$ cat config.mk
export PLATFORM = sky130hd
export DESIGN_NAME = asrt_rotate
export DESIGN_NICKNAME = d
export VERILOG_FILES = /design/src/asrt_pkg.sv /design/src/asrt_rotate.sv
export SDC_FILE = /design/constraint.sdc
export NUM_CORES = 2
export LEC_CHECK = 0
export BUFFER_PORTS_ARGS = -buffer_cell sky130_fd_sc_hd__buf_4
export CORE_MARGIN = 8
export CORE_UTILIZATION = 35
export DETAILED_ROUTE_END_ITERATION = 7
export GPL_TIMING_DRIVEN = 1
export PLACE_DENSITY = 0.61
export SYNTH_ARGS = -nofsm -noshare
export SYNTH_HDL_FRONTEND = slang
export SYNTH_SLANG_ARGS = --single-unit
$ cat constraint.sdc
create_clock -name clk -period 7.25 [get_ports clk]
set_clock_uncertainty 0.05 [all_clocks]
set_input_delay 0.3625 -clock clk [delete_from_list [all_inputs] [get_ports clk]]
set_output_delay 0.3625 -clock clk [all_outputs]
set_load 0.01 [all_outputs]
$ cat src/asrt_pkg.sv
// shared types, constants and register/rotation codes for the box transform
// no dependencies; imported by every other file of the block
package asrt_pkg;

  localparam int COORD_WIDTH = 32;
  localparam int FRAC_BITS   = 16;
  localparam int PROD_WIDTH  = 2 * COORD_WIDTH;
  localparam int CFG_IDX_W   = 3;
  localparam int MODE_W      = 4;

  typedef logic signed [COORD_WIDTH-1:0] coord_t;
  typedef logic signed [PROD_WIDTH-1:0]  prod_t;
  typedef coord_t [2:0] corner_t;
  typedef prod_t  [2:0] corner_prod_t;

  typedef struct packed {
    corner_t lo;
    corner_t hi;
  } box_t;

  typedef struct packed {
    corner_prod_t lo;
    corner_prod_t hi;
  } box_prod_t;

  localparam coord_t COORD_MAX = {1'b0, {(COORD_WIDTH-1){1'b1}}};
  localparam coord_t COORD_MIN = {1'b1, {(COORD_WIDTH-1){1'b0}}};
  localparam coord_t SCALE_ONE = coord_t'({{(COORD_WIDTH-1){1'b0}}, 1'b1} << FRAC_BITS);

  // configuration register indexes
  localparam logic [CFG_IDX_W-1:0] REG_SCALE_X  = 3'd0;
  localparam logic [CFG_IDX_W-1:0] REG_SCALE_Y  = 3'd1;
  localparam logic [CFG_IDX_W-1:0] REG_SCALE_Z  = 3'd2;
  localparam logic [CFG_IDX_W-1:0] REG_OFFSET_X = 3'd3;
  localparam logic [CFG_IDX_W-1:0] REG_OFFSET_Y = 3'd4;
  localparam logic [CFG_IDX_W-1:0] REG_OFFSET_Z = 3'd5;
  localparam logic [CFG_IDX_W-1:0] REG_ROT_MODE = 3'd6;

  // rotation mode codes
  localparam logic [MODE_W-1:0] ROT_NONE = 4'd0;
  localparam logic [MODE_W-1:0] ROT_X90  = 4'd1;
  localparam logic [MODE_W-1:0] ROT_X180 = 4'd2;
  localparam logic [MODE_W-1:0] ROT_X270 = 4'd3;
  localparam logic [MODE_W-1:0] ROT_Y90  = 4'd4;
  localparam logic [MODE_W-1:0] ROT_Y180 = 4'd5;
  localparam logic [MODE_W-1:0] ROT_Y270 = 4'd6;
  localparam logic [MODE_W-1:0] ROT_Z90  = 4'd7;
  localparam logic [MODE_W-1:0] ROT_Z180 = 4'd8;
  localparam logic [MODE_W-1:0] ROT_Z270 = 4'd9;

  localparam logic [1:0] AXIS_X = 2'd0;
  localparam logic [1:0] AXIS_Y = 2'd1;
  localparam logic [1:0] AXIS_Z = 2'd2;

  localparam logic [1:0] QTR_90  = 2'd1;
  localparam logic [1:0] QTR_180 = 2'd2;
  localparam logic [1:0] QTR_270 = 2'd3;

  typedef struct packed {
    logic       en;
    logic [1:0] axis;
    logic [1:0] quarter;
  } rot_ctrl_t;

endpackage

$ cat src/asrt_rotate.sv
// rotate stage: when a turn is enabled, quarter turn of both corners, then per-axis min/max ordering
// depends on asrt_pkg
module asrt_rotate (
  input  logic                clk,
  input  logic                rst,
  input  logic                in_valid,
  output logic                in_ready,
  input  asrt_pkg::box_t      in_box,
  input  asrt_pkg::rot_ctrl_t ctrl,
  output logic                out_valid,
  input  logic                out_ready,
  output asrt_pkg::box_t      out_box
);
  import asrt_pkg::*;

  function automatic coord_t neg_sat(coord_t a);
    if (a == COORD_MIN) begin
      return COORD_MAX;
    end
    return -a;
  endfunction

  function automatic corner_t turn(corner_t p, rot_ctrl_t r);
    corner_t    q;
    logic [1:0] b;
    logic [1:0] c;
    coord_t     u;
    coord_t     v;
    q = p;
    case (r.axis)
      AXIS_X:  begin b = 2'd1; c = 2'd2; end
      AXIS_Y:  begin b = 2'd2; c = 2'd0; end
      default: begin b = 2'd0; c = 2'd1; end
    endcase
    u = p[b];
    v = p[c];
    case (r.quarter)
      QTR_90: begin
        q[b] = neg_sat(v);
        q[c] = u;
      end
      QTR_180: begin
        q[b] = neg_sat(u);
        q[c] = neg_sat(v);
      end
      default: begin
        q[b] = v;
        q[c] = neg_sat(u);
      end
    endcase
    return q;
  endfunction

  corner_t lo_turn;
  corner_t hi_turn;
  box_t    box_next;

  always_comb begin
    lo_turn  = turn(in_box.lo, ctrl);
    hi_turn  = turn(in_box.hi, ctrl);
    box_next = in_box;
    if (ctrl.en) begin
      for (int k = 0; k < 3; k++) begin
        if ($signed(lo_turn[k]) >= $signed(hi_turn[k])) begin
          box_next.lo[k] = hi_turn[k];
          box_next.hi[k] = lo_turn[k];
        end else begin
          box_next.lo[k] = lo_turn[k];
          box_next.hi[k] = hi_turn[k];
        end
      end
    end
  end

  assign in_ready = !out_valid || out_ready;

  always_ff @(posedge clk) begin
    if (rst) begin
      out_valid <= 1'b0;
    end else if (in_ready) begin
      out_valid <= in_valid;
    end
  end

  always_ff @(posedge clk) begin
    if (in_ready && in_valid) begin
      out_box <= box_next;
    end
  end

endmodule

### Word level (Yosys, flattened, before mapping)

Cells that the tools add are included.

| operators by class | value |
|---|---|
| reductions and logical operators | 7 |
| $add $sub $neg | 4 |
| order comparisons | 7 |
| equal/unequal tests | 7 |
| mux-type cells | 67 |

Operators by type and width:

| kind | count |
|---|---|
| $bwmux 96 | 12 |
| $mux 32 | 32 |
| $pmux 96 s2 | 2 |
| $bmux 32 s2 | 4 |
| $mux 192 | 1 |
| $demux 32 s2 | 2 |
| $eq 32x32->1 const B | 4 |
| $neg 32->32 | 4 |
| $ge 32x32->1 | 3 |
| $mux 1 | 12 |
| $pmux 2 s2 | 2 |
| $lt 2x3->1 const B | 2 |
| $eq 2x1->1 const B | 2 |
| $ge 2x1->1 const B | 2 |
| $logic_and 1x1->1 | 3 |
| $eq 2x2->1 const B | 1 |
| $logic_not 2->1 | 1 |
| $reduce_or 2->1 | 1 |
| $logic_not 1->1 | 1 |
| $logic_or 1x1->1 | 1 |

| storage, ports and cells | value |
|---|---|
| word-level logic and storage cells | 99 |
| input port bits | 201 |
| bits in registers | 193 |

### Longest topological paths before layout

| logic depth | value |
|---|---|
| depth after elaboration | 15 |
| depth in mapped cells | 33 |
| gate-level depth less buffers | 24 |

### Worst setup path after synthesis

OpenSTA, ideal clock, no wires.

| timing path | value |
|---|---|
| path type | input-to-reg |
| from | input ctrl[2] in the netlist's numbering |
| to | register out_box[80] in the netlist's numbering (data pin) |
| path buffers | 10 |
| setup slack | 0.851 ns |
| cell stages on the path | 32 |
| arrival | 6.070 ns |
| setup time | 0.279 ns |
| path through | buf_6 > buf_6 > buf_6 > buf_6 > buf_6 > buf_6 > nand2b_1 > a21oi_1 > inv_1 > ha_1 > o31a_1 > and3_1 > and4_1 > buf_2 > a21oi_2 > clkbuf_1 > nand2_1 > o2111ai_1 > o21ai_0 > nor2_1 > inv_1 > ha_1 > a21o_1 > a21o_1 > a211o_1 > a211oi_1 > xor2_1 > a211oi_1 > nand2b_1 > buf_1 > clkbuf_1 > o221ai_1 |

RTL lines:

| element | line | source |
|---|---|---|
| start, declared | asrt_rotate.sv:9 | `input asrt_pkg::rot_ctrl_t ctrl,` |
| end signal, assigned | asrt_rotate.sv:87 | `out_box <= box_next;` |
| end, declared | asrt_rotate.sv:12 | `output asrt_pkg::box_t out_box` |

==> impl_results.md <==
- Rows: 108
- Kind of critical path: in -> reg
- Max Slew Vio Count: 0
- Starting Density: 35.3%
- GRT Residual Overflow: 0
- Post-DRT Antenna Nets: 0
- Period minus WS final: 6.85 ns
- Total core area: 86900 µm²
- # DRC: 0
- Root Driver: clkbuf_16
- Max-slew headroom: 11.8%
- Routability Congestion: 1.07
- Hold Fails Final Rpt: 0
- Period utilization: 94.5%
- Fin Setup TNS: 0 ns
- Die width: 312 µm
- Io pins: 395
- CTS Buf Count: 17
- Power per Cell Area: 175 nW/µm²
- Seq/Total Area, Yosys: 18.8%
- DRT iter0 DRCs: 7185
- Syn_nets: 4504
- Vias per std cell: 6.83
- Cell area after synthesis: 30700 µm²
- Syn Area/Cell: 7.30 µm²
- LEAKAGE: 16.6 nW
- FMAX: 146 MHz
- Asr flop ratio synth: 0%
- Mapped Cells: 4203
- Sw frac: 48.1%
- Synth-to-Final Area Change: 31.2%
- Internal: 3.66 mW
- Clock share of power: 14.3%
- H-tree Lvls: 4
- Die Area: 97400 µm²
- Setup repair bufs after CTS: 0
- Final non-filler cell total: 6159
- Synth warn: 0
- EDFF count, synth: 192
- Hold WC Path Type: in -> reg
- Synth Flop Type: edfxtp_1
- Max-cap viol count: 0
- CTS tree: done
- Sequential share of power: 22.0%
- Worst slew pin tran: 1.32 ns
- Dpl hpwl: 176 mm
- CTS Buffer Depth: 2
- Endpoints failing setup: 0
- Worst hold slack: 0.115 ns
- Port Buf Inserts: 394
- Initial antenna violation count: 17
- Number of library cell types mapped by synthesis: 114
- Pin count of the biggest net entering global routing: 131
- Drt total wl: 222 mm
- Cells on worst reg2reg path: 4
- Flops & latches, synth: 193
- First-pass GRT wire length: 304 mm
- Sw Pwr: 3.40 mW
- Unrepaired setup endpoints after global routing: no
- Clock sinks: 193
- NumNets Final: 5288
- Worst path arrival time: 7.11 ns
- Clock latency reported for the late side of the worst-skew pair: 0.54 ns
- Vias in the first global route: 38300
- Hold Crit Depth: 3
- Via count of the routed design: 42000
- Peak VDD IR: 0.261 mV
- GRT Total Usage: 42.9%
- Layout cell share with drive strength beyond 1: 26.7%
- Worst Path Required: 7.51 ns
- Resize count post-CTS: 0
- Setup crit start kind: input pin
- Critical Path Fanout Max: 38
- Power share of the combinational group: 63.7%
- Die height: 312 µm
- CP endpoint kind: flip-flop
- DRT Pass-1 Iters: 7
- Status: complete, no violations
- Dpl cells: 6121
- Clock-pin slew on the worst setup and hold paths: 0.10 ns
- Wire length per cell: 36.1 µm
-- through the flow --
stage          power [mW]  util (%)  setup WS [ns]  instance area, µm²
2_1_floorplan        3.56         -          0.851               30700
3_3_place_gp         5.87      45.7          0.209               39700
3_5_place_dp         5.86      45.7          0.185               39700
4_1_cts              6.88      46.3          0.765               40300
5_1_grt              7.26      46.3          0.251               40300
6_report             7.06      46.4          0.402               40300
-- per-layer routing --
| layer | track usage (%) | routed length, µm | up-vias |
|---|---|---|---|
| li1 | - | - | 17800 |
| met1 | 56.6 | 88600 | 20400 |
| met2 | 59.4 | 87300 | 3310 |
| met3 | 19.5 | 34200 | 615 |
| met4 | 19.3 | 12000 | 12 |
| met5 | 0 | 85 | - |
-- cell type report --
type	count	area, µm²
sequential	193	5790
clock inverter	15	125
fill	8908	46600
timing repair buffer	1127	9090
multi-input combinational	3508	22900
clock buffer	17	425
inverter	140	532
tap	1155	1450
antenna	4	10.0
-- final timing paths --
check | from | end | slack, ns
worst max-delay path | ctrl[2] | out_box[143] | 0.40
worst min-delay path | in_box[85] | out_box[85] | 0.12
worst max register to register | out_valid | out_box[133] | 4.86
worst min register to register | out_valid | out_box[14] | 1.03
-- placed cells by master (no fill, tap or decap), types with 21 or more instances in the layout --
cell type and n:
buf_4 1074, nand2_1 477, nor2_1 344, a21oi_1 328, o21ai_0 289, edfxtp_1 192, nand2b_1 145, o221ai_1 138
inv_1 134, o211ai_1 132, nor2b_1 102, ha_1 98, mux2i_1 88, nand3_1 75, a31oi_1 66, a211oi_1 65
nor3_1 64, a21o_1 63, a221oi_1 55, and2_1 51, o31ai_1 49, nand4_1 49, buf_12 49, o21a_1 48
xnor2_1 47, mux2_2 43, o21ai_1 43, o22ai_1 37, a221o_1 34, and3_1 33, or3_1 32, a22oi_1 31
xor2_1 29, o2111ai_1 24, nor4_1 23, a32oi_1 21
-- Yosys cell counts, drive strengths merged (49+ instances only) --
cell	instances	area (µm²)
a211oi	69	538
a21o	63	473
a21oi	333	1690
a221oi	58	527
a31oi	74	469
and2	56	353
buf	136	815
clkbuf	226	848
edfxtp	192	5770
ha	100	1250
inv	138	518
mux2	52	589
mux2i	91	922
nand2	480	1800
nand2b	146	913
nand3	75	375
nand4	50	319
nor2	353	1340
nor2b	102	638
nor3	70	393
o211ai	133	1000
o21a	50	378
o21ai	334	1680
o221ai	139	1220
o31ai	60	541
xnor2	49	444
-- state kept, by name, indices dropped and copies added (netlist names) --
register,flops
out_box,192
out_valid,1
-- cells by family after synthesis --
group / Yosys count / synth area share (%)
compound gates: 1677 / 38.1
fa+ha+maj: 100 / 4.08
xor+xnor: 78 / 2.27
buf+inv: 502 / 7.13
mux: 143 / 4.92
simple gates: 1510 / 24.6
flops: 193 / 18.8
-- power by group through the flow --
stage | Combinational (mW) | Clock (mW) | Sequential (mW)
after floorplan | 1.91 | 0 | 1.65
after global placement | 4.29 | 0 | 1.57
after detailed placement | 4.29 | 0 | 1.58
after CTS | 4.31 | 1.02 | 1.55
after global routing | 4.65 | 1.04 | 1.57
final | 4.50 | 1.01 | 1.55
-- repair_timing --
| action | 4_1_cts | 5_1_grt |
|---|---|---|
| hold buffers | 2 | 0 |
| hold endpoints to repair | 1 | 0 |
| endpoints found under the setup margin | 0 | 0 |
-- worst max-delay path, cell delays in order --
cell	delay, ns
buf_8	0.35
buf_12	0.28
nor2b_1	0.12
o31ai_4	0.41
nand4_1	0.37
or4_1	0.75
nor2_4	0.20
nand3_1	0.18
xor2_1	0.25
buf_4	0.19
o22a_1	0.17
o41ai_1	0.78
ha_1	0.23
nand4_1	0.11
or4_1	0.62
o211ai_1	0.57
buf_4	0.48
or4b_1	0.47
o311a_1	0.13
Note: power is estimated with default switching activity, not from simulation.
