### src/asrt_pkg.sv
// shared types, constants and register/rotation codes for the box transform
// no dependencies; imported by every other file of the block
package asrt_pkg;

  localparam int COORD_WIDTH = 32;
  localparam int FRAC_BITS   = 16;
  localparam int PROD_WIDTH  = 2 * COORD_WIDTH;
  localparam int CFG_IDX_W   = 3;
  localparam int MODE_W      = 4;

  typedef logic signed [COORD_WIDTH-1:0] coord_t;
  typedef logic signed [PROD_WIDTH-1:0]  prod_t;
  typedef coord_t [2:0] corner_t;
  typedef prod_t  [2:0] corner_prod_t;

  typedef struct packed {
    corner_t lo;
    corner_t hi;
  } box_t;

  typedef struct packed {
    corner_prod_t lo;
    corner_prod_t hi;
  } box_prod_t;

  localparam coord_t COORD_MAX = {1'b0, {(COORD_WIDTH-1){1'b1}}};
  localparam coord_t COORD_MIN = {1'b1, {(COORD_WIDTH-1){1'b0}}};
  localparam coord_t SCALE_ONE = coord_t'({{(COORD_WIDTH-1){1'b0}}, 1'b1} << FRAC_BITS);

  // configuration register indexes
  localparam logic [CFG_IDX_W-1:0] REG_SCALE_X  = 3'd0;
  localparam logic [CFG_IDX_W-1:0] REG_SCALE_Y  = 3'd1;
  localparam logic [CFG_IDX_W-1:0] REG_SCALE_Z  = 3'd2;
  localparam logic [CFG_IDX_W-1:0] REG_OFFSET_X = 3'd3;
  localparam logic [CFG_IDX_W-1:0] REG_OFFSET_Y = 3'd4;
  localparam logic [CFG_IDX_W-1:0] REG_OFFSET_Z = 3'd5;
  localparam logic [CFG_IDX_W-1:0] REG_ROT_MODE = 3'd6;

  // rotation mode codes
  localparam logic [MODE_W-1:0] ROT_NONE = 4'd0;
  localparam logic [MODE_W-1:0] ROT_X90  = 4'd1;
  localparam logic [MODE_W-1:0] ROT_X180 = 4'd2;
  localparam logic [MODE_W-1:0] ROT_X270 = 4'd3;
  localparam logic [MODE_W-1:0] ROT_Y90  = 4'd4;
  localparam logic [MODE_W-1:0] ROT_Y180 = 4'd5;
  localparam logic [MODE_W-1:0] ROT_Y270 = 4'd6;
  localparam logic [MODE_W-1:0] ROT_Z90  = 4'd7;
  localparam logic [MODE_W-1:0] ROT_Z180 = 4'd8;
  localparam logic [MODE_W-1:0] ROT_Z270 = 4'd9;

  localparam logic [1:0] AXIS_X = 2'd0;
  localparam logic [1:0] AXIS_Y = 2'd1;
  localparam logic [1:0] AXIS_Z = 2'd2;

  localparam logic [1:0] QTR_90  = 2'd1;
  localparam logic [1:0] QTR_180 = 2'd2;
  localparam logic [1:0] QTR_270 = 2'd3;

  typedef struct packed {
    logic       en;
    logic [1:0] axis;
    logic [1:0] quarter;
  } rot_ctrl_t;

endpackage

### src/asrt_offset.sv
// translate stage: saturating add of per-axis offsets into the output register
// depends on asrt_pkg
module asrt_offset (
  input  logic              clk,
  input  logic              rst,
  input  logic              in_valid,
  output logic              in_ready,
  input  asrt_pkg::box_t    in_box,
  input  asrt_pkg::corner_t offset,
  output logic              out_valid,
  input  logic              out_ready,
  output asrt_pkg::box_t    out_box
);
  import asrt_pkg::*;

  function automatic coord_t add_sat(coord_t a, coord_t b);
    logic signed [COORD_WIDTH:0] s;
    s = {a[COORD_WIDTH-1], a} + {b[COORD_WIDTH-1], b};
    if (s[COORD_WIDTH] != s[COORD_WIDTH-1]) begin
      return s[COORD_WIDTH] ? COORD_MIN : COORD_MAX;
    end
    return s[COORD_WIDTH-1:0];
  endfunction

  assign in_ready = !out_valid || out_ready;

  always_ff @(posedge clk) begin
    if (rst) begin
      out_valid <= 1'b0;
    end else if (in_ready) begin
      out_valid <= in_valid;
    end
  end

  always_ff @(posedge clk) begin
    if (in_ready && in_valid) begin
      for (int k = 0; k < 3; k++) begin
        out_box.lo[k] <= add_sat(in_box.lo[k], offset[k]);
        out_box.hi[k] <= add_sat(in_box.hi[k], offset[k]);
      end
    end
  end

endmodule

### config.mk
export PLATFORM = sky130hd
export DESIGN_NAME = asrt_offset
export DESIGN_NICKNAME = d
export VERILOG_FILES = /design/src/asrt_pkg.sv /design/src/asrt_offset.sv
export SDC_FILE = /design/constraint.sdc
export NUM_CORES = 1
export LEC_CHECK = 0
export ABC_CLOCK_PERIOD_IN_PS = 7800
export BUFFER_PORTS_ARGS = -buffer_cell sky130_fd_sc_hd__buf_2
export CORE_MARGIN = 2
export CORE_UTILIZATION = 50
export CTS_BUF_LIST = sky130_fd_sc_hd__clkbuf_8
export DETAILED_ROUTE_END_ITERATION = 12
export GPL_TIMING_DRIVEN = 1
export PLACE_DENSITY = 0.74
export SLEW_MARGIN = 0
export SYNTH_ARGS = -nofsm -noshare
export SYNTH_HDL_FRONTEND = slang
export SYNTH_SLANG_ARGS = --single-unit
export TNS_END_PERCENT = 20
### constraint.sdc
create_clock -name clk -period 7.8 [get_ports clk]
set_input_delay 0.39 -clock clk [delete_from_list [all_inputs] [get_ports clk]]
set_output_delay 0.39 -clock clk [all_outputs]
set_load 0.005 [all_outputs]
-- After elaboration in Yosys (flattened, before gate mapping)
Index checks and enable logic that the tools add are counted.
- add/subtract/negate cells: 6
- multiply operators: 0
- div/mod/pow operators: 0
- magnitude comparators: 0
- equal/unequal tests: 6
- shift-type cells: 0
- muxes and demuxes: 30
- bitwise logic cells: 0
- reductions and logical operators: 3
- operators with widths (cell ; count):
    32-bit 2-to-1 mux ; 18
    32-bit by 32-bit adder with 33-bit output ; 6
    1-bit 2-to-1 mux ; 12
    1-bit != test ; 6
    1-bit logical AND ; 1
    1-bit zero test ; 1
    1-bit logical OR ; 1
- register bits after elaboration: 193
- bits in latches: 0
- RAM bits: 0
- ROM bits: 0
- input bits: 292
- output and inout port bits: 194
- word-level logic and storage cells: 52
- memories kept: 0

-- Depth between registers and ports, before layout
Gate-level depths: netlist (run 1).
- word-level depth: 5
- mapped depth: 14
- mapped depth without buffers: 12

-- Worst setup path before layout (run 1)
OpenSTA, ideal clock, no wires.
- path kind: input-to-reg
- start point: input port out_ready
- end point: register out_box[0] (netlist bit) (enable)
- library setup time: 0.576 ns
- data arrival time: 4.938 ns
- data required time: 7.224 ns
- slack: 2.286 ns
- stages: 2
- path buffers: 0
- cell sequence: nand2b_1 -> and2_1
- word-level cells in the longest chain between the ends: 2
- RTL lines (element ; line ; text):
    start, declared ; asrt_offset.sv:11 ; input logic out_ready,
    1-bit logical OR ; asrt_offset.sv:25 ; assign in_ready = !out_valid || out_ready;
    1-bit logical AND ; asrt_offset.sv:36 ; if (in_ready && in_valid) begin
    end, declared ; asrt_offset.sv:12 ; output asrt_pkg::box_t out_box
Every way passes these cells.
A chain may end at the register's enable or synchronous reset.

-- Final worst setup path (run 1)
- start point: input port offset[7] (netlist bit)
- end point: register out_box[111] (netlist bit), data pin
- word-level cells in the longest chain between the ends: 5
- elaborated cells between the ends (all ways): 7
- classes of those cells: add/sub (1); eq/ne (1); mux (5)
- RTL lines (element ; line ; text):
    start, declared ; asrt_offset.sv:9 ; input asrt_pkg::corner_t offset,
    32-bit by 32-bit adder with 33-bit output * ; asrt_offset.sv:18 ; s = {a[COORD_WIDTH-1], a} + {b[COORD_WIDTH-1], b};
    1-bit != test ; asrt_offset.sv:19 ; if (s[COORD_WIDTH] != s[COORD_WIDTH-1]) begin
    1-bit 2-to-1 mux ; asrt_offset.sv:19 ;
    1-bit 2-to-1 mux ; asrt_offset.sv:36 ;
    32-bit 2-to-1 mux * ; asrt_offset.sv:22 ; return s[COORD_WIDTH-1:0];
Mark *: on every way between the ends. The rest lies on a longest branch, timed or not. The select of a mux whose other input is x is not followed.

==> insert_results.sql, run 1 <==
INSERT INTO impl_metrics (metric_group, metric, value, unit) VALUES
('layout', 'combined_area_of_the_multi_input_logic_cells', '0.0111', 'mm^2'),
('synthesis', 'ys_warn_count', '0', ''),
('timing', 'hold_ws', '0.126', 'ns'),
('layout', 'most_common_library_cell_in_the_layout_ignoring_fill_and_taps', 'buf_2', ''),
('clock_network', 'ctsLongestPathBuffers', '2', ''),
('setup_path', 'timing.critical_path.arrival', '4.10', 'ns'),
('setup_path', 'worst_setup_end_kind', 'register', ''),
('power', 'cell_internal_pwr', '2400', 'uW'),
('timing', 'finalClockSkew', '0.0157', 'ns'),
('synthesis', 'synth_area_in_simple_gates', '0.109', ''),
('layout', 'area.sequential', '0.00579', 'mm^2'),
('floorplanning', 'row_count', '68', ''),
('timing', 'timing_hold_violations_final', '0', ''),
('timing', 'timing_max_transition_violations_final', '0', ''),
('route', 'routedWlPerCell', '20.3', 'um'),
('power', 'seq_power_share', '0.387', ''),
('synthesis', 'area_share_of_fa_ha_maj_cells_after_synthesis', '0.165', ''),
('floorplanning', 'design.die.area', '0.0363', 'mm^2'),
('route', 'route.detailed.vias_per_inst', '6.01', ''),
('timing', 'slew_headroom', '0.246', ''),
('synthesis', 'synth_area', '0.0174', 'mm^2'),
('synthesis', 'syn-instance-count', '1833', ''),
('clock_network', 'post_cts_buffers', '0', ''),
('synthesis', 'ys_dominant_reg_cell', 'edfxtp_1', ''),
('min_path', 'worstHoldPathType', 'input port to register', ''),
('global_routing', 'initial_antenna_violation_count', '11', ''),
('layout', 'post_route_cells_drive_above_1_share', '0.257', ''),
('synthesis', 'avgSynthCellArea', '9.49', 'um^2'),
('setup_path', 'path_class', 'input port to register', ''),
('place', 'dp_hpwl', '45.6', 'mm'),
('synthesis', 'synth_nets', '2323', ''),
('setup_path', 'critPathLaunchType', 'input port', ''),
('synthesis', 'synthDistinctLibCells', '96', ''),
('synthesis', 'muxShareOfSynthArea', '0.00612', ''),
('power', 'powerDensity', '183', 'mW/mm^2'),
('synthesis', 'synth_enable_flop_cells', '192', ''),
('clock_network', 'cts_num_sinks', '193', ''),
('route', 'drt_pass1_iterations', '5', ''),
('synthesis', 'main_combinational_cell_family_by_area_after_synthesis', 'compound AO/OA/AOI/OAI gates', ''),
('power', 'sw_frac_of_total', '0.362', ''),
('setup_path', 'critPathRequiredTime', '7.98', 'ns'),
('route', 'antenna_left', '0', ''),
('clock_network', 'worst_setup_hold_path_clk_slew', '0.10', 'ns'),
('clock_network', 'cts_made_buffers', '17', ''),
('power', 'switchingPower', '1360', 'uW'),
('floorplanning', 'core_region_area', '0.0344', 'mm^2'),
('layout', 'fillerInstances', '3049', ''),
('global_routing', 'grt_start_max_net_pins', '145', ''),
('layout', 'most_frequent_cells_in_the_layout', 'buf_2, o21ai_0, ha_1, edfxtp_1, a21oi_1', ''),
('synthesis', 'synth_async_sr_flop_share', '0', ''),
('global_routing', 'grt.total_usage', '0.299', ''),
('power', 'share_comb_of_total_power', '0.414', ''),
('layout', 'fin_nets', '2760', ''),
('timing', 'worst-slew-pin-transition', '1.13', 'ns'),
('route', 'drc_errors', '0', ''),
('floorplanning', 'initial_util', '0.506', ''),
('power', 'relative_contribution_of_the_clock_network_to_total_power', '0.199', ''),
('layout', 'area_grow_syn2layout', '18.2', '%'),
('clock_network', 'clock_latency', '0.52', 'ns'),
('floorplanning', 'die_y', '190', 'um'),
('clock_network', 'cts_tree', 'done', ''),
('place', 'gp_congestion', '1.04', ''),
('timing', 'finalWorstPathRequiredPeriod', '3.91', 'ns'),
('synthesis', 'sequential_element_share_of_the_synthesized_area', '0.333', ''),
('route', 'dr.first_iter.drc_count', '1121', ''),
('global_routing', 'grt_pass1_vias', '15800', ''),
('timing', 'setup-tns-final', '0', 'ns'),
('timing', 'post-route-period-util', '0.502', ''),
('setup_path', 'crit_path_max_fanout', '30', ''),
('run', 'maxCapViolCount', '0', ''),
('outcome', 'run_status', 'finished clean', '');
## power groups by stage
| stage | Combinational, uW | Clock, uW | Sequential (uW) |
|---|---|---|---|
| floorplan | 992 | 0 | 1490 |
| global placement | 1520 | 0 | 1480 |
| detailed placement | 1540 | 0 | 1480 |
| CTS | 1550 | 757 | 1460 |
| global route | 1720 | 795 | 1470 |
| finish | 1560 | 749 | 1460 |
## Yosys cell counts (all sizes together), types with 7 or more instances
cell type  number  area, um^2
a211oi         27         213
a21o           96         724
a21oi         177         893
a22o            7        61.3
a31oi          28         175
and2            9        56.3
buf            14         106
clkbuf         56         216
edfxtp        192        5770
ha            192        2400
inv            62         233
maj3           32         343
nand2          98         368
nand2b         28         175
nand3          31         155
nand4          24         150
nor2           88         333
nor2b          16         108
nor3           29         150
o211ai         29         233
o21a           26         195
o21ai         211        1070
o21bai         22         169
o31a           17         149
o31ai          17         138
o41ai           8        70.1
or2             7        43.8
or3            13        81.3
xnor2          86         780
xor2           81         709
## registers in the layout (all words and copies together), names as in the netlist
register	count
out_box	192
out_valid	1
## area by class of cell
type / count / share of cell area
Timing Repair Buffer: 488 / 0.120
Clock buffer: 17 / 0.0114
Antenna cell: 8 / 0.000974
Sequential cell: 193 / 0.281
Inverter: 62 / 0.0113
Multi-Input combinational cell: 1508 / 0.538
Tap cell: 455 / 0.0277
Clock inverter: 15 / 0.00919
## metrics by stage
stage          std cells  setup WS, ns  total power, uW  area (um^2)   util
3_3_place_gp        2705          3.72             2990        20100  0.585
6_report            2746          3.89             3770        20600  0.598
5_1_grt             2744          3.72             3980        20600  0.598
4_1_cts             2738          4.03             3760        20500  0.597
3_5_place_dp        2705          3.48             3020        20100  0.585
2_1_floorplan       1833          2.29             2480        17400      -
## cells by family after synthesis
family,after synthesis
AND/OR/NAND/NOR,376
AO/OA/AOI/OAI,725
buffers and inverters,132
multiplexers,10
adder cells (fa/ha/maj),230
flip-flops,193
XOR/XNOR,167
## timing repair
action | CTS | global route
resized for setup | 0 | 0
hold buffers | 1 | 0
hold endpoints to repair | 1 | 0
## final timing paths
path                           from  slack [ns]  cells past startpoint                endpoint
min reg2reg  out_valid$_SDFFE_PP0N_        0.55                      2  out_valid$_SDFFE_PP0N_
max                       offset[7]        3.89                     11  out_box[111]$_DFFE_PP_
max reg2reg  out_valid$_SDFFE_PP0N_        5.61                      3  out_box[158]$_DFFE_PP_
min                        in_valid        0.13                      3  out_valid$_SDFFE_PP0N_
## critical path, cell delays in order
cell and delay (ns):
buf_2 0.11, ha_1 0.33, nand2_1 0.12, or4b_1 0.49
o2111ai_1 0.33, a21oi_1 0.18, o32ai_2 0.50, o21ai_2 0.16
a21oi_2 0.26, o31a_1 0.91, o21ai_0 0.30
## routing by layer
metal | share of wire | global-route usage | vias up | wire [um]
li1 | - | - | 7879 | -
met1 | 0.41 | 0.374 | 7777 | 22700
met2 | 0.47 | 0.503 | 738 | 26200
met3 | 0.085 | 0.0635 | 116 | 4750
met4 | 0.038 | 0.119 | 6 | 2100
met5 | 0.00068 | 0 | - | 38
Note: power is estimated with default switching activity, not from simulation.
==> run 2, diff against run 1 <==
--- a/config.mk
+++ b/config.mk
@@ -5,14 +5,14 @@
 export SDC_FILE = /design/constraint.sdc
 export NUM_CORES = 1
 export LEC_CHECK = 0
-export ABC_CLOCK_PERIOD_IN_PS = 7800
+export ABC_CLOCK_PERIOD_IN_PS = 3200
 export BUFFER_PORTS_ARGS = -buffer_cell sky130_fd_sc_hd__buf_2
 export CORE_MARGIN = 2
 export CORE_UTILIZATION = 50
 export CTS_BUF_LIST = sky130_fd_sc_hd__clkbuf_8
 export DETAILED_ROUTE_END_ITERATION = 12
 export GPL_TIMING_DRIVEN = 1
-export PLACE_DENSITY = 0.74
+export PLACE_DENSITY = 0.77
 export SLEW_MARGIN = 0
 export SYNTH_ARGS = -nofsm -noshare
 export SYNTH_HDL_FRONTEND = slang
==> constraint.sdc (replaced) <==
create_clock -name clk -period 3.2 [get_ports clk]
set_input_delay 0.16 -clock clk [delete_from_list [all_inputs] [get_ports clk]]
set_output_delay 0.16 -clock clk [all_outputs]
set_load 0.005 [all_outputs]
==> insert_results.sql, run 2 (same netlist as run 1, synthesis figures left out) <==
INSERT INTO impl_metrics (metric_group, metric, value, unit) VALUES
('outcome', 'run_status', 'finished clean', ''),
('layout', 'most_frequent_cells_in_the_layout', 'buf_2, o21ai_0, ha_1, edfxtp_1, a21oi_1', ''),
('global_routing', 'first_pass_grt_wire_length', '87.5', 'mm'),
('power', 'power_leakage', '0.00963', 'uW'),
('clock_network', 'cts_num_sinks', '193', ''),
('layout', 'final-instance-count-excl-fill', '2866', ''),
('min_path', 'worstHoldPathType', 'input port to register', ''),
('clock_network', 'clk_root_buffer_cell', 'clkbuf_8', ''),
('route', 'route.detailed.vias_per_inst', '5.95', ''),
('setup_path', 'critPathLaunchType', 'input port', ''),
('floorplanning', 'die_y', '190', 'um'),
('global_routing', 'grt_overflow_total', '0', ''),
('route', 'drc_errors', '0', ''),
('global_routing', 'grt.total_usage', '0.308', ''),
('global_routing', 'grt_start_max_net_pins', '74', ''),
('place', 'dp_hpwl', '47.6', 'mm'),
('clock_network', 'cts-htree-levels', '4', ''),
('power', 'ir_worst_vdd', '0.282', 'mV'),
('timing', 'timing_hold_violations_final', '0', ''),
('clock_network', 'clock_latency', '0.53', 'ns'),
('timing', 'timing_max_transition_violations_final', '0', ''),
('setup_path', 'path_class', 'input port to register', ''),
('route', 'met2_length', '26.3', 'mm'),
('floorplanning', 'core_region_area', '0.0344', 'mm^2'),
('timing', 'setup-tns-final', '0', 'ns'),
('floorplanning', 'row_count', '68', ''),
('clock_network', 'worst_setup_hold_path_clk_slew', '0.10', 'ns'),
('timing', 'finalWorstPathRequiredPeriod', '2.83', 'ns'),
('global_routing', 'initial_antenna_violation_count', '9', ''),
('route', 'drt_pass1_iterations', '5', ''),
('place', 'place_area', '0.0211', 'mm^2'),
('clock_network', 'ctsLongestPathBuffers', '2', ''),
('timing', 'worst-slew-pin-transition', '0.839', 'ns'),
('timing', 'post-route-period-util', '0.884', ''),
('power', 'powerDensity', '430', 'mW/mm^2'),
('floorplanning', 'initial_util', '0.506', ''),
('layout', 'fin_nets', '2883', ''),
('route', 'met1Wirelength', '23.6', 'mm'),
('run', 'maxCapViolCount', '0', ''),
('clock_network', 'cts_tree', 'done', ''),
('setup_path', 'crit_path_max_fanout', '24', ''),
('timing', 'rsz0062_at_grt', 'no', ''),
('place', 'numPlacedInstances', '2827', ''),
('route', 'met3_wire_len', '4.94', 'mm'),
('layout', 'area_grow_syn2layout', '23.6', '%'),
('timing', 'hold_ws', '0.0899', 'ns'),
('route', 'top_signal_layer_used', 'met5', ''),
('setup_path', 'worst_setup_end_kind', 'register', ''),
('route', 'routedWlPerCell', '20.0', 'um'),
('power', 'total_power', '9250', 'uW'),
('route', 'antenna_left', '0', ''),
('place', 'place.port_buffers', '485', ''),
('layout', 'fillerInstances', '2980', ''),
('layout', 'post_route_cells_drive_above_1_share', '0.295', ''),
('timing', 'achievable-frequency', '0.353', 'GHz'),
('floorplanning', 'design.die.area', '0.0363', 'mm^2'),
('route', 'dr.first_iter.drc_count', '1212', ''),
('timing', 'finalClockSkew', '0.0246', 'ns'),
('clock_network', 'cts_made_buffers', '17', ''),
('floorplanning', 'design.portCount', '486', ''),
('timing', 'finalSetupViolCount', '0', ''),
('layout', 'largest_register_ffs', '192', ''),
('setup_path', 'timing.critical_path.arrival', '3.07', 'ns'),
('layout', 'postLayoutCellArea', '0.0215', 'mm^2'),
('floorplanning', 'fp.dieW', '190', 'um'),
('place', 'gp_congestion', '0.991', ''),
('timing', 'slew_headroom', '0.435', ''),
('route', 'detail_route.wirelength', '57.3', 'mm'),
('setup_path', 'critPathRequiredTime', '3.44', 'ns'),
('global_routing', 'grt_pass1_vias', '16400', ''),
('route', 'vias', '17100', ''),
('clock_network', 'post_cts_buffers', '0', ''),
('layout', 'most_common_library_cell_in_the_layout_ignoring_fill_and_taps', 'buf_2', '');
run 2: cell count changes in the layout (fill, tap and decap cells not counted):
cell / before / now
dlygate4sd3_1: 1 / 2
clkinv_1: 2 / 1
clkinv_2: 3 / 0
inv_8: 0 / 2
bufinv_16: 4 / 0
diode_2: 8 / 5
buf_4: 1 / 116
clkinvlp_4: 1 / 2
inv_6: 3 / 6
buf_12: 1 / 8
clkinv_4: 1 / 3
run 2: final cells by class:
cell class | instances | area [um^2] | area share
clock inverters | 15 | 124 | 0.00576
repair buffers | 611 | 3480 | 0.162
diodes | 5 | 12.5 | 0.000582
inverters | 62 | 233 | 0.0108
multi-input cells | 1508 | 11100 | 0.515
flip-flops and latches | 193 | 5790 | 0.269
clock buffers | 17 | 234 | 0.0109
well taps | 455 | 569 | 0.0265
run 2: worst max-delay path, stage by stage:
cell     delay [ns]
buf_2          0.12
ha_1           0.20
inv_1          0.07
fa_1           0.22
and2b_1        0.21
o31a_1         0.26
o21ai_0        0.27
o31ai_1        0.11
buf_4          0.15
a21oi_1        0.29
o31ai_2        0.15
a21oi_2        0.24
a31o_2         0.44
o21ai_0        0.17
run 2: through the flow:
stage	util	setup slack (ns)
detailed placement	0.614	-0.161
CTS	0.625	0.410
global placement	0.614	-0.147
finish	0.625	0.371
global route	0.625	0.106
floorplan	-	0.178
run 2: timing repair:
item                                    4_1_cts  5_1_grt
endpoints found under the setup margin        0        0
resized for setup                             0        0
hold endpoints to repair                      1        0
hold buffers                                  2        0
run 2: per-layer routing:
layer | up-vias | global-route usage
met3 | 129 | 0.0598
met4 | 8 | 0.129
li1 | 8146 | -
met2 | 770 | 0.505
met1 | 8011 | 0.398
met5 | - | 0
run 2: path summary, 6_finish.rpt:
path | from | end | slack, ns | cells past startpoint
max | offset[64] | out_box[166]$_DFFE_PP_ | 0.37 | 14
min | in_box[0] | out_box[0]$_DFFE_PP_ | 0.09 | 3
max reg2reg | out_valid$_SDFFE_PP0N_ | out_box[15]$_DFFE_PP_ | 1.64 | 3
min reg2reg | out_valid$_SDFFE_PP0N_ | out_box[102]$_DFFE_PP_ | 0.87 | 2
run 2: power by group:
part           switching, uW  internal, uW  leakage, uW
Sequential               129          3400      0.00185
Combinational           2270          1840      0.00760
Clock                   1050           560     0.000181
Total                   3450          5800      0.00963
